`src/hdl/oerg_div.sv`:
```
// ----------------------------------------------------------------------------
// oerg_div: 64-by-32 restoring divider, one quotient bit per cycle
// Quotient saturates to 32 bits; a zero divisor yields zero.
// ----------------------------------------------------------------------------
`default_nettype none
module oerg_div (
  input  wire logic        clk,
  input  wire logic        rst_n,
  input  wire logic        start,
  input  wire logic [63:0] dividend,
  input  wire logic [31:0] divisor,
  output logic             done,
  output logic [31:0]      quotient
);
  logic [63:0] quo_r, quo_nxt;
  logic [32:0] rem_r, rem_nxt;
  logic [31:0] dvs_r;
  logic [6:0]  cnt_r, cnt_nxt;
  logic        busy_r, busy_nxt;
  logic [32:0] trial;

  always_comb begin
    quo_nxt  = quo_r;
    rem_nxt  = rem_r;
    cnt_nxt  = cnt_r;
    busy_nxt = busy_r;
    trial    = {rem_r[31:0], quo_r[63]};
    if (start) begin
      quo_nxt  = dividend;
      rem_nxt  = '0;
      cnt_nxt  = 7'd64;
      busy_nxt = 1'b1;
    end else if (busy_r) begin
      if (trial >= {1'b0, dvs_r}) begin
        rem_nxt = trial - {1'b0, dvs_r};
        quo_nxt = {quo_r[62:0], 1'b1};
      end else begin
        rem_nxt = trial;
        quo_nxt = {quo_r[62:0], 1'b0};
      end
      cnt_nxt = cnt_r - 7'd1;
      if (cnt_r == 7'd1) busy_nxt = 1'b0;
    end
  end

  always_ff @(posedge clk) begin
    if (!rst_n) begin
      busy_r <= 1'b0;
      cnt_r  <= '0;
    end else begin
      busy_r <= busy_nxt;
      cnt_r  <= cnt_nxt;
    end
    quo_r <= quo_nxt;
    rem_r <= rem_nxt;
    if (start) dvs_r <= divisor;
  end

  assign done     = busy_r && cnt_r == 7'd1;
  // saturate on the final shift
  always_comb begin
    logic [63:0] q;
    q = trial >= {1'b0, dvs_r} ? {quo_r[62:0], 1'b1} : {quo_r[62:0], 1'b0};
    quotient = (dvs_r == '0) ? 32'd0 : ((|q[63:32]) ? 32'hFFFF_FFFF : q[31:0]);
  end
endmodule
`default_nettype wire
```
`config.mk`:
```
export PLATFORM = sky130hd
export DESIGN_NAME = oerg_div
export DESIGN_NICKNAME = d
export VERILOG_FILES = /design/src/hdl/oerg_div.sv
export SDC_FILE = /design/constraint.sdc
export NUM_CORES = 1
export LEC_CHECK = 0
export BUFFER_PORTS_ARGS = -buffer_cell sky130_fd_sc_hd__buf_2
export CORE_UTILIZATION = 40
export DETAILED_ROUTE_END_ITERATION = 16
export GPL_TIMING_DRIVEN = 0
export PLACE_DENSITY = 0.72
export SETUP_SLACK_MARGIN = 0.05
export SYNTH_ARGS = -nofsm -noshare
export SYNTH_HDL_FRONTEND = slang
export SYNTH_SLANG_ARGS = --single-unit
```
`constraint.sdc`:
```
create_clock -name clk -period 6.5 [get_ports clk]
set_input_delay 1.95 -clock clk [delete_from_list [all_inputs] [get_ports clk]]
set_output_delay 1.95 -clock clk [all_outputs]
set_load 0.01 [all_outputs]
```
### After elaboration in Yosys (flattened, before gate mapping)

Index checks and enable logic that the tools add are counted.

| storage, ports and cells | value |
|---|---|
| register bits | 136 |
| input bits | 99 |
| output and inout bits | 33 |
| word-level logic and storage cells | 27 |

| cells by class | value |
|---|---|
| add/subtract/negate cells | 2 |
| $lt $le $gt $ge | 1 |
| eq/ne operators | 1 |
| multiplexer cells | 11 |
| bitwise operators | 1 |
| reductions and logical operators | 5 |

Operators with widths:

| cell | count |
|---|---|
| 64-bit two-way mux | 2 |
| 32-bit two-way mux | 3 |
| 33-bit by 32-bit >= comparator with 1-bit output | 1 |
| 32-bit zero test | 1 |
| 32-bit OR reduction | 1 |
| 32-bit subtractor | 1 |
| 7-bit two-way mux | 2 |
| 7-bit by 1-bit equality test with 1-bit output, second input constant | 1 |
| 7-bit by 1-bit subtractor with 7-bit output, second input constant | 1 |
| 1-bit two-way mux | 4 |
| 2-bit nonzero test | 1 |
| 2-bit OR reduction | 1 |
| 1-bit logical AND | 1 |
| 1-bit inverter | 1 |

### Logic depth before layout (Yosys ltp)

Gate-level depths: netlist (run 1).

| logic depth | value |
|---|---|
| depth after elaboration | 4 |
| mapped depth | 13 |
| mapped depth without buffers | 11 |

### Worst setup path before layout (run 1)

OpenSTA, ideal clock, no wires.

| timing | value |
|---|---|
| kind | flip-flop to output port |
| start point | register dvs_r[1] |
| end point | output quotient[0] |
| arrival time | 2.421 ns |
| data required time | 4.550 ns |
| setup slack | 2.129 ns |
| cell stages (with the launch flop) | 12 |
| path buffers | 2 |
| cells stage by stage | edfxtp_1 inv_1 ha_1 nor2b_1 o2111ai_1 a31oi_2 o2111ai_1 and2_4 o31ai_4 buf_12 buf_8 o21a_1 |

| between the ends | value |
|---|---|
| cells in the longest elaborated chain, start to end | 4 |
| elaborated cells between the ends (all ways) | 5 |
| those cells by class | order compare: 1; mux: 3; reduce/logical: 1 |

RTL lines:

| element | line | text |
|---|---|---|
| start: declaration | 17 | `logic [31:0] dvs_r;` |
| start signal: assignment | 56 | `if (start) dvs_r <= divisor;` |
| 33-bit by 32-bit >= comparator with 1-bit output | 63 | `q = trial >= {1'b0, dvs_r} ? {quo_r[62:0], 1'b1} : {quo_r[62:0], 1'b0};` |
| 1-bit two-way mux | 63 |  |
| 32-bit two-way mux | 64 | `quotient = (dvs_r == '0) ? 32'd0 : ((\|q[63:32]) ? 32'hFFFF_FFFF : q[31:0]);` |
| 32-bit two-way mux (*) | 64 |  |
| end: declaration | 13 | `output logic [31:0] quotient` |

Every way passes the cells marked *; elsewhere a longest branch is shown, timed or not.

### Worst setup path after layout (run 1)

Ends and elaborated chain as after synthesis.

==> results.tsv, run 1 <==
metric	value	unit
nets	1023	
post-synthesis mux area share	11.7	%
post-synthesis adder-cell area fraction	5.50	%
Tightest Pin Transition	0.796	ns
synth top area cells	edfxtp_1 36%, dfxtp_1 9.9%, mux2_2 9.0%	
synth warn	0	
fin cells	1169	
DP Wirelength	15500	µm
I/O pin total	132	
clock share of power	39.0	%
Synth Flop Type	edfxtp_1	
crit share post-route	82.5	%
Int Power	1.70	mW
Final ANT Viol Nets	0	
number of synthesized flops with an enable pin	96	
maximum VDD drop	0.195	mV
area delta synth->final	19.4	%
CP required	4.55	ns
Synth Area in Compound Gates	15.3	%
Startpoint Class	flop	
Max-Slew Margin vs Limit	46.9	%
Synth area leader	edfxtp_1	
XOR/XNOR Fraction of Synth Area	3.90	%
clock sinks	136	
area of the core	19700	µm²
Buffers on Ports	131	
vias	6338	
final hold violations	0	
Data arrival, critical path	3.41	ns
fin. max-slew vios	0	
Net Sw Power	0.692	mW
Simple-Gate Fraction of Synth Area	11.6	%
Clock Latency Late Sink	0.43	ns
PD cells	248	nW/µm²
Max Cap Violations	0	
drc violations	0	
Post-Place Cells	1135	
status	finished clean	
Initial Utilization	41.2	%
largest net degree at the start of global routing	45	
Reg2Reg Setup Slack	3.33	ns
design area	9660	µm²
Synth top area share	35.6	%
GP Congestion	0.895	
hold buffers post-CTS	0	
Max Clock Freq	0.186	GHz
die width	144	µm
post_cts resized	0	
Seq/Total Area, Yosys	45.5	%
Clock transition at path regs	0.06	ns
Die Span Y	144	µm
crit path capture type	primary output	
Netlist cell types	78	
GRT Total Usage	20.8	%
syn_nets	872	
maximum clock insertion buffer count	2	
final setup fails	0	
instance count of the mapped netlist	738	
combinational share of power	16.6	%
Routed WL per cell	18.0	µm
TritonCTS clock tree	built	
H-tree Lvls	4	
total gr overflow	0	
Root Driver	clkbuf_16	
RSZ-0062 raised after global routing	false	
sw frac	28.9	%
share of cells above drive strength 1	30.5	%
Leak Pwr	3.81	nW
initial antenna violation count	3	
final setup TNS	0	ns
drt first pass iters	6	
Fillers	1852	
drt via density	5.42	
Max Fanout on Critical Path	10	
mapped cell area	8090	µm²
Rows	51	
Cell Area, Placed	9100	µm²
DRT Wirelength	21000	µm
Hold WC Path Type	flop to flop	
Crit Path Category	flop to primary output	
Yosys reg bits	136	
setup bufs post-CTS	0	
Reg power frac	44.4	%
Inserted Clock Buffers	17	
DRT iter0 DRCs	471	
first-pass GRT wire length	32600	µm
Total Die Area	20800	µm²
vias in the first global route	6349	
clock skew	0.0132	ns
Post-synth ARST share	0	%
syn_area_per_cell	11.0	µm²
largest family of logic cells by synthesized area	compound AO/OA/AOI/OAI gates	
min Tclk post-route	5.36	ns
[cell usage after synthesis (3+ instances only)]
| library cell | count |
|---|---|
| buf_1 | 6 |
| and3_2 | 3 |
| buf_6 | 6 |
| buf_4 | 4 |
| mux2i_1 | 20 |
| o21a_1 | 39 |
| inv_1 | 39 |
| a211oi_1 | 22 |
| nand2_1 | 48 |
| nor2b_1 | 4 |
| clkbuf_8 | 4 |
| a21oi_1 | 30 |
| ha_1 | 34 |
| o2bb2a_1 | 3 |
| nor2_1 | 42 |
| a21o_1 | 13 |
| nor3b_1 | 3 |
| a211o_1 | 4 |
| nand2b_1 | 6 |
| a31oi_1 | 5 |
| edfxtp_1 | 96 |
| dfxtp_1 | 40 |
| xnor2_1 | 21 |
| nand4_1 | 11 |
| clkbuf_1 | 16 |
| or2_2 | 4 |
| o31ai_1 | 4 |
| o21bai_1 | 4 |
| o221ai_1 | 3 |
| o21ai_1 | 4 |
| o21ai_0 | 24 |
| mux2_2 | 65 |
| nand3_1 | 15 |
| nor4_1 | 17 |
| and3_1 | 5 |
| nor3_1 | 5 |
| xor2_1 | 15 |
| buf_2 | 4 |
[stage by stage]
step | setup WS (ns) | utilization (%) | total power, mW | hold WS [ns]
finish | 1.14 | 49.1 | 2.39 | 0.490
detailed placement | 1.60 | 46.3 | 1.47 | 0.475
floorplan | 2.13 | - | 1.35 | 0.445
global placement | 0.467 | 46.2 | 1.46 | 0.469
global route | 0.922 | 49.1 | 2.49 | 0.521
CTS | 1.14 | 49.1 | 2.40 | 0.489
[cell type report]
| cell class | count | area, µm² | area share, % |
|---|---|---|---|
| multi-input combinational | 515 | 3880 | 40.2 |
| sequential | 136 | 3680 | 38.1 |
| clock inverter | 15 | 129 | 1.33 |
| timing repair buffer | 132 | 676 | 7.00 |
| clock buffer | 17 | 425 | 4.40 |
| inverter | 39 | 146 | 1.52 |
| antenna | 2 | 5.00 | 0.0518 |
| buffer | 48 | 379 | 3.93 |
| tap | 265 | 332 | 3.43 |
[layer usage]
| metal | wire length, µm | GRT usage, % | share of wire (%) |
|---|---|---|---|
| met1 | 8870 | 25.2 | 42 |
| met2 | 10100 | 35.2 | 48 |
| met3 | 1700 | 6.52 | 8.1 |
| met4 | 344 | 6.26 | 1.6 |
| met5 | 0 | 0 | 0 |
[path summary, 6_finish.rpt]
check,startpoint,end,cells after the start
setup / recovery,dvs_r[1],quotient[0],12
hold / removal,rem_r[4],rem_r[4],2
setup reg to reg,dvs_r[1],rem_r[10],11
hold reg to reg,rem_r[4],rem_r[4],2
[flip-flops by register name (all words and copies together), names as in the netlist]
register and cells:
quo_r 64, dvs_r 32, rem_r 32, cnt_r 7
busy_r 1
[logic make-up (layout without fill, tap and decap cells)]
kind of cell             Yosys count  count (layout)
other                              0               2
AND/OR/NAND/NOR                  182             182
AO/OA/AOI/OAI                    176             176
XOR/XNOR                          36              36
buffers and inverters             87             251
adder cells (fa/ha/maj)           35              35
multiplexers                      86              86
flip-flops                       136             136
[power by group through the flow]
stage          combinational (mW)  sequential, mW  clock (mW)
3_5_place_dp                0.393            1.08           0
2_1_floorplan               0.290            1.06           0
6_report                    0.398            1.06       0.933
5_1_grt                     0.435            1.07       0.980
3_3_place_gp                0.383            1.08           0
4_1_cts                     0.397            1.06       0.943
[cells in the final DEF, fill, tap and decap left out, types with 6 or more instances in the layout]
cell type,instances
buf_2,135
edfxtp_1,96
mux2_2,65
nand2_1,48
nor2_1,42
dfxtp_1,40
o21a_1,39
inv_1,38
ha_1,34
a21oi_1,30
o21ai_0,24
a211oi_1,22
xnor2_1,21
mux2i_1,20
nor4_1,17
clkbuf_16,17
clkbuf_1,16
nand3_1,15
xor2_1,15
a21o_1,13
nand4_1,11
nand2b_1,6
buf_6,6
buf_1,6
[critical path, cell delays in order (launching register included)]
cell and delay [ns]:
edfxtp_1 0.43, inv_1 0.06, ha_1 0.29, nor2b_1 0.24, o2111ai_1 0.20, a31oi_2 0.33
o2111ai_1 0.20, and2_4 0.24, o31ai_4 0.39, buf_12 0.20, buf_8 0.16, o21a_1 0.11
buf_2 0.13
Power figures use the tool's default switching activity.
==> inputs of run 2 (changes only) <==
==> constraint.sdc (replaced) <==
create_clock -name clk -period 5.1 [get_ports clk]
set_input_delay 1.53 -clock clk [delete_from_list [all_inputs] [get_ports clk]]
set_output_delay 1.53 -clock clk [all_outputs]
set_load 0.01 [all_outputs]
==> run 2 against run 1 <==
  * Clock skew barely moved
  * Sequential share of layout area about the same
  * Setup slack worse by 0.92 ns
  * Worst hold slack worse by 0.0029 ns
  * Critical path depth unchanged
  * Non-clock buffer count unchanged
==> results.tsv, run 2 (synthesis gave the netlist of run 1 again) <==
metric	value	unit	change
Reg2Reg Setup Slack	1.99	ns	-1.34 ns
crit share post-route	95.6	%	
clock share of power	39.0	%	about the same
TritonCTS clock tree	built		
Most flops, register	quo_r		
die width	144	µm	unchanged
maximum clock insertion buffer count	2		unchanged
Reg2Reg Depth	10		-1
drc violations	0		unchanged
Buffers on Ports	131		unchanged
hold buffers post-CTS	0		unchanged
commonest non-fill, non-tap cell in the layout	buf_2		
Total Die Area	20800	µm²	unchanged
maximum VDD drop	0.249	mV	+28%
nets	1023		unchanged
Max Cap Violations	0		unchanged
Int Power	2.17	mW	+27%
CP required	3.57	ns	-0.98 ns
Max-Slew Margin vs Limit	46.8	%	-0.11 points
Leak Pwr	3.82	nW	+0.25%
Net Sw Power	0.885	mW	+28%
PD cells	316	nW/µm²	+27%
Reg power frac	44.3	%	about the same
min Tclk post-route	4.88	ns	
drt via density	5.41		-0.17%
Cell Area, Placed	9100	µm²	unchanged
DRT iter0 DRCs	451		-4.2%
GP Congestion	0.895		unchanged
largest net degree at the start of global routing	45		unchanged
clock skew	0.0133	ns	+0.0000940 ns
sw frac	29.0	%	+0.083 points
Final ANT Viol Nets	0		unchanged
clock sinks	136		unchanged
first-pass GRT wire length	32600	µm	unchanged
crit-path max cell delay	0.63	ns	+0.20 ns
total gr overflow	0		unchanged
Inserted Clock Buffers	17		unchanged
largest registers	quo_r (64), dvs_r (32), rem_r (32)		
commonest cells after routing, fill and taps aside	135 x buf_2, 96 x edfxtp_1, 65 x mux2_2		
area of the core	19700	µm²	unchanged
Tightest Pin Transition	0.798	ns	+0.00160 ns
slowest CP cell	or4_1		
vias in the first global route	6349		unchanged
Rows	51		unchanged
final setup TNS	0	ns	unchanged
DP Wirelength	15500	µm	unchanged
Hold WC Path Type	flop to flop		
design area	9670	µm²	about the same
vias	6327		-0.17%
hold_ws	0.487	ns	-0.00293 ns
Routed WL per cell	18.0	µm	+0.33%
FF-to-FF Start	dvs_r[2]		
Max Clock Freq	0.205	GHz	
Startpoint Class	flop		
Clock transition at path regs	0.06	ns	about the same
worst slack, placed	0.624	ns	-0.980 ns
Max Fanout on Critical Path	10		unchanged
I/O pin total	132		unchanged
final setup fails	0		unchanged
share of cells above drive strength 1	30.5	%	unchanged
worst setup path startpoint	dvs_r[23]		
Die Span Y	144	µm	unchanged
Initial Utilization	41.2	%	unchanged
area delta synth->final	19.5	%	about the same
Crit Path Category	flop to primary output		
CP cell instances	inv_1, ha_1, nand4_1, or4_1, nor4_4, a211o_1, a211oi_2, o31ai_4, buf_12, buf_8, o21a_1, buf_2		
Data arrival, critical path	3.35	ns	-0.06 ns
combinational share of power	16.7	%	about the same
drt first pass iters	6		unchanged
Root Driver	clkbuf_16		
crit path capture type	primary output		
Clock Latency Late Sink	0.43	ns	about the same
fin. max-slew vios	0		unchanged
setup ws final	0.222	ns	-0.916 ns
DRT Wirelength	21100	µm	+0.33%
final hold violations	0		unchanged
initial antenna violation count	3		unchanged
max reg flops	64		unchanged
RSZ-0062 raised after global routing	false		
FF-to-FF End	rem_r[24]		
GRT Total Usage	20.8	%	unchanged
H-tree Lvls	4		unchanged
end of the critical path	quotient[0]		
status	finished clean		
[run 2: cell count changes in the layout (fill, tap and decap cells not counted)]
cell | previous run | this run
nor4_4 | 0 | 1
nor4_2 | 1 | 0
[run 2: repair_timing]
item	in CTS	in global routing
endpoints found under the setup margin	0	1
gates resized for setup	0	1
buffers inserted	0	0
[run 2: final cells by class]
type,instances,area [µm²]
inverters,39,146
fillers,1851,9990
flip-flops and latches,136,3680
diodes,2,5.00
repair buffers,132,676
plain buffers,48,379
multi-input cells,515,3890
well taps,265,332
clock inverters,15,129
clock buffers,17,425
[run 2: critical path, delay by kind of cell (launching register included)]
kind / cells / cell delay [ns]
and+or+nand+nor: 3 / 1.16
buffers and inverters: 4 / 0.54
AOI/OAI and AO/OA: 4 / 0.46
adders and majority gates: 1 / 0.40
DFF: 1 / 0.36
[run 2: worst min-delay path by stage]
stage	start	end	slack, ns	depth (start not counted)
6_report	rem_r[4]	rem_r[4]	0.49	2
5_1_grt	rem_r[30]	rem_r[30]	0.52	2
4_1_cts	rem_r[4]	rem_r[4]	0.49	2
3_5_place_dp	rem_r[30]	rem_r[30]	0.48	2
3_3_place_gp	rem_r[2]	rem_r[2]	0.47	2
2_1_floorplan	rem_r[2]	rem_r[2]	0.45	2
[run 2: stage by stage]
step                std cells  util [%]  power (mW)
finish                   1169      49.2        3.06
global placement         1134      46.2        1.86
floorplan                 738         -        1.72
CTS                      1167      49.1        3.06
global route             1168      49.2        3.17
detailed placement       1135      46.3        1.88
[run 2: metal layers]
| layer | global-route usage (%) | routed length [µm] |
|---|---|---|
| met2 | 35.2 | 10100 |
| met3 | 6.52 | 1690 |
| met5 | 0 | 0 |
| met1 | 25.2 | 8930 |
| met4 | 6.26 | 347 |
[run 2: power groups by stage]
stage	registers, mW	logic (mW)	clock network [mW]
2_1_floorplan	1.35	0.370	0
3_3_place_gp	1.38	0.489	0
3_5_place_dp	1.38	0.500	0
4_1_cts	1.35	0.506	1.20
5_1_grt	1.36	0.555	1.25
6_report	1.35	0.510	1.19
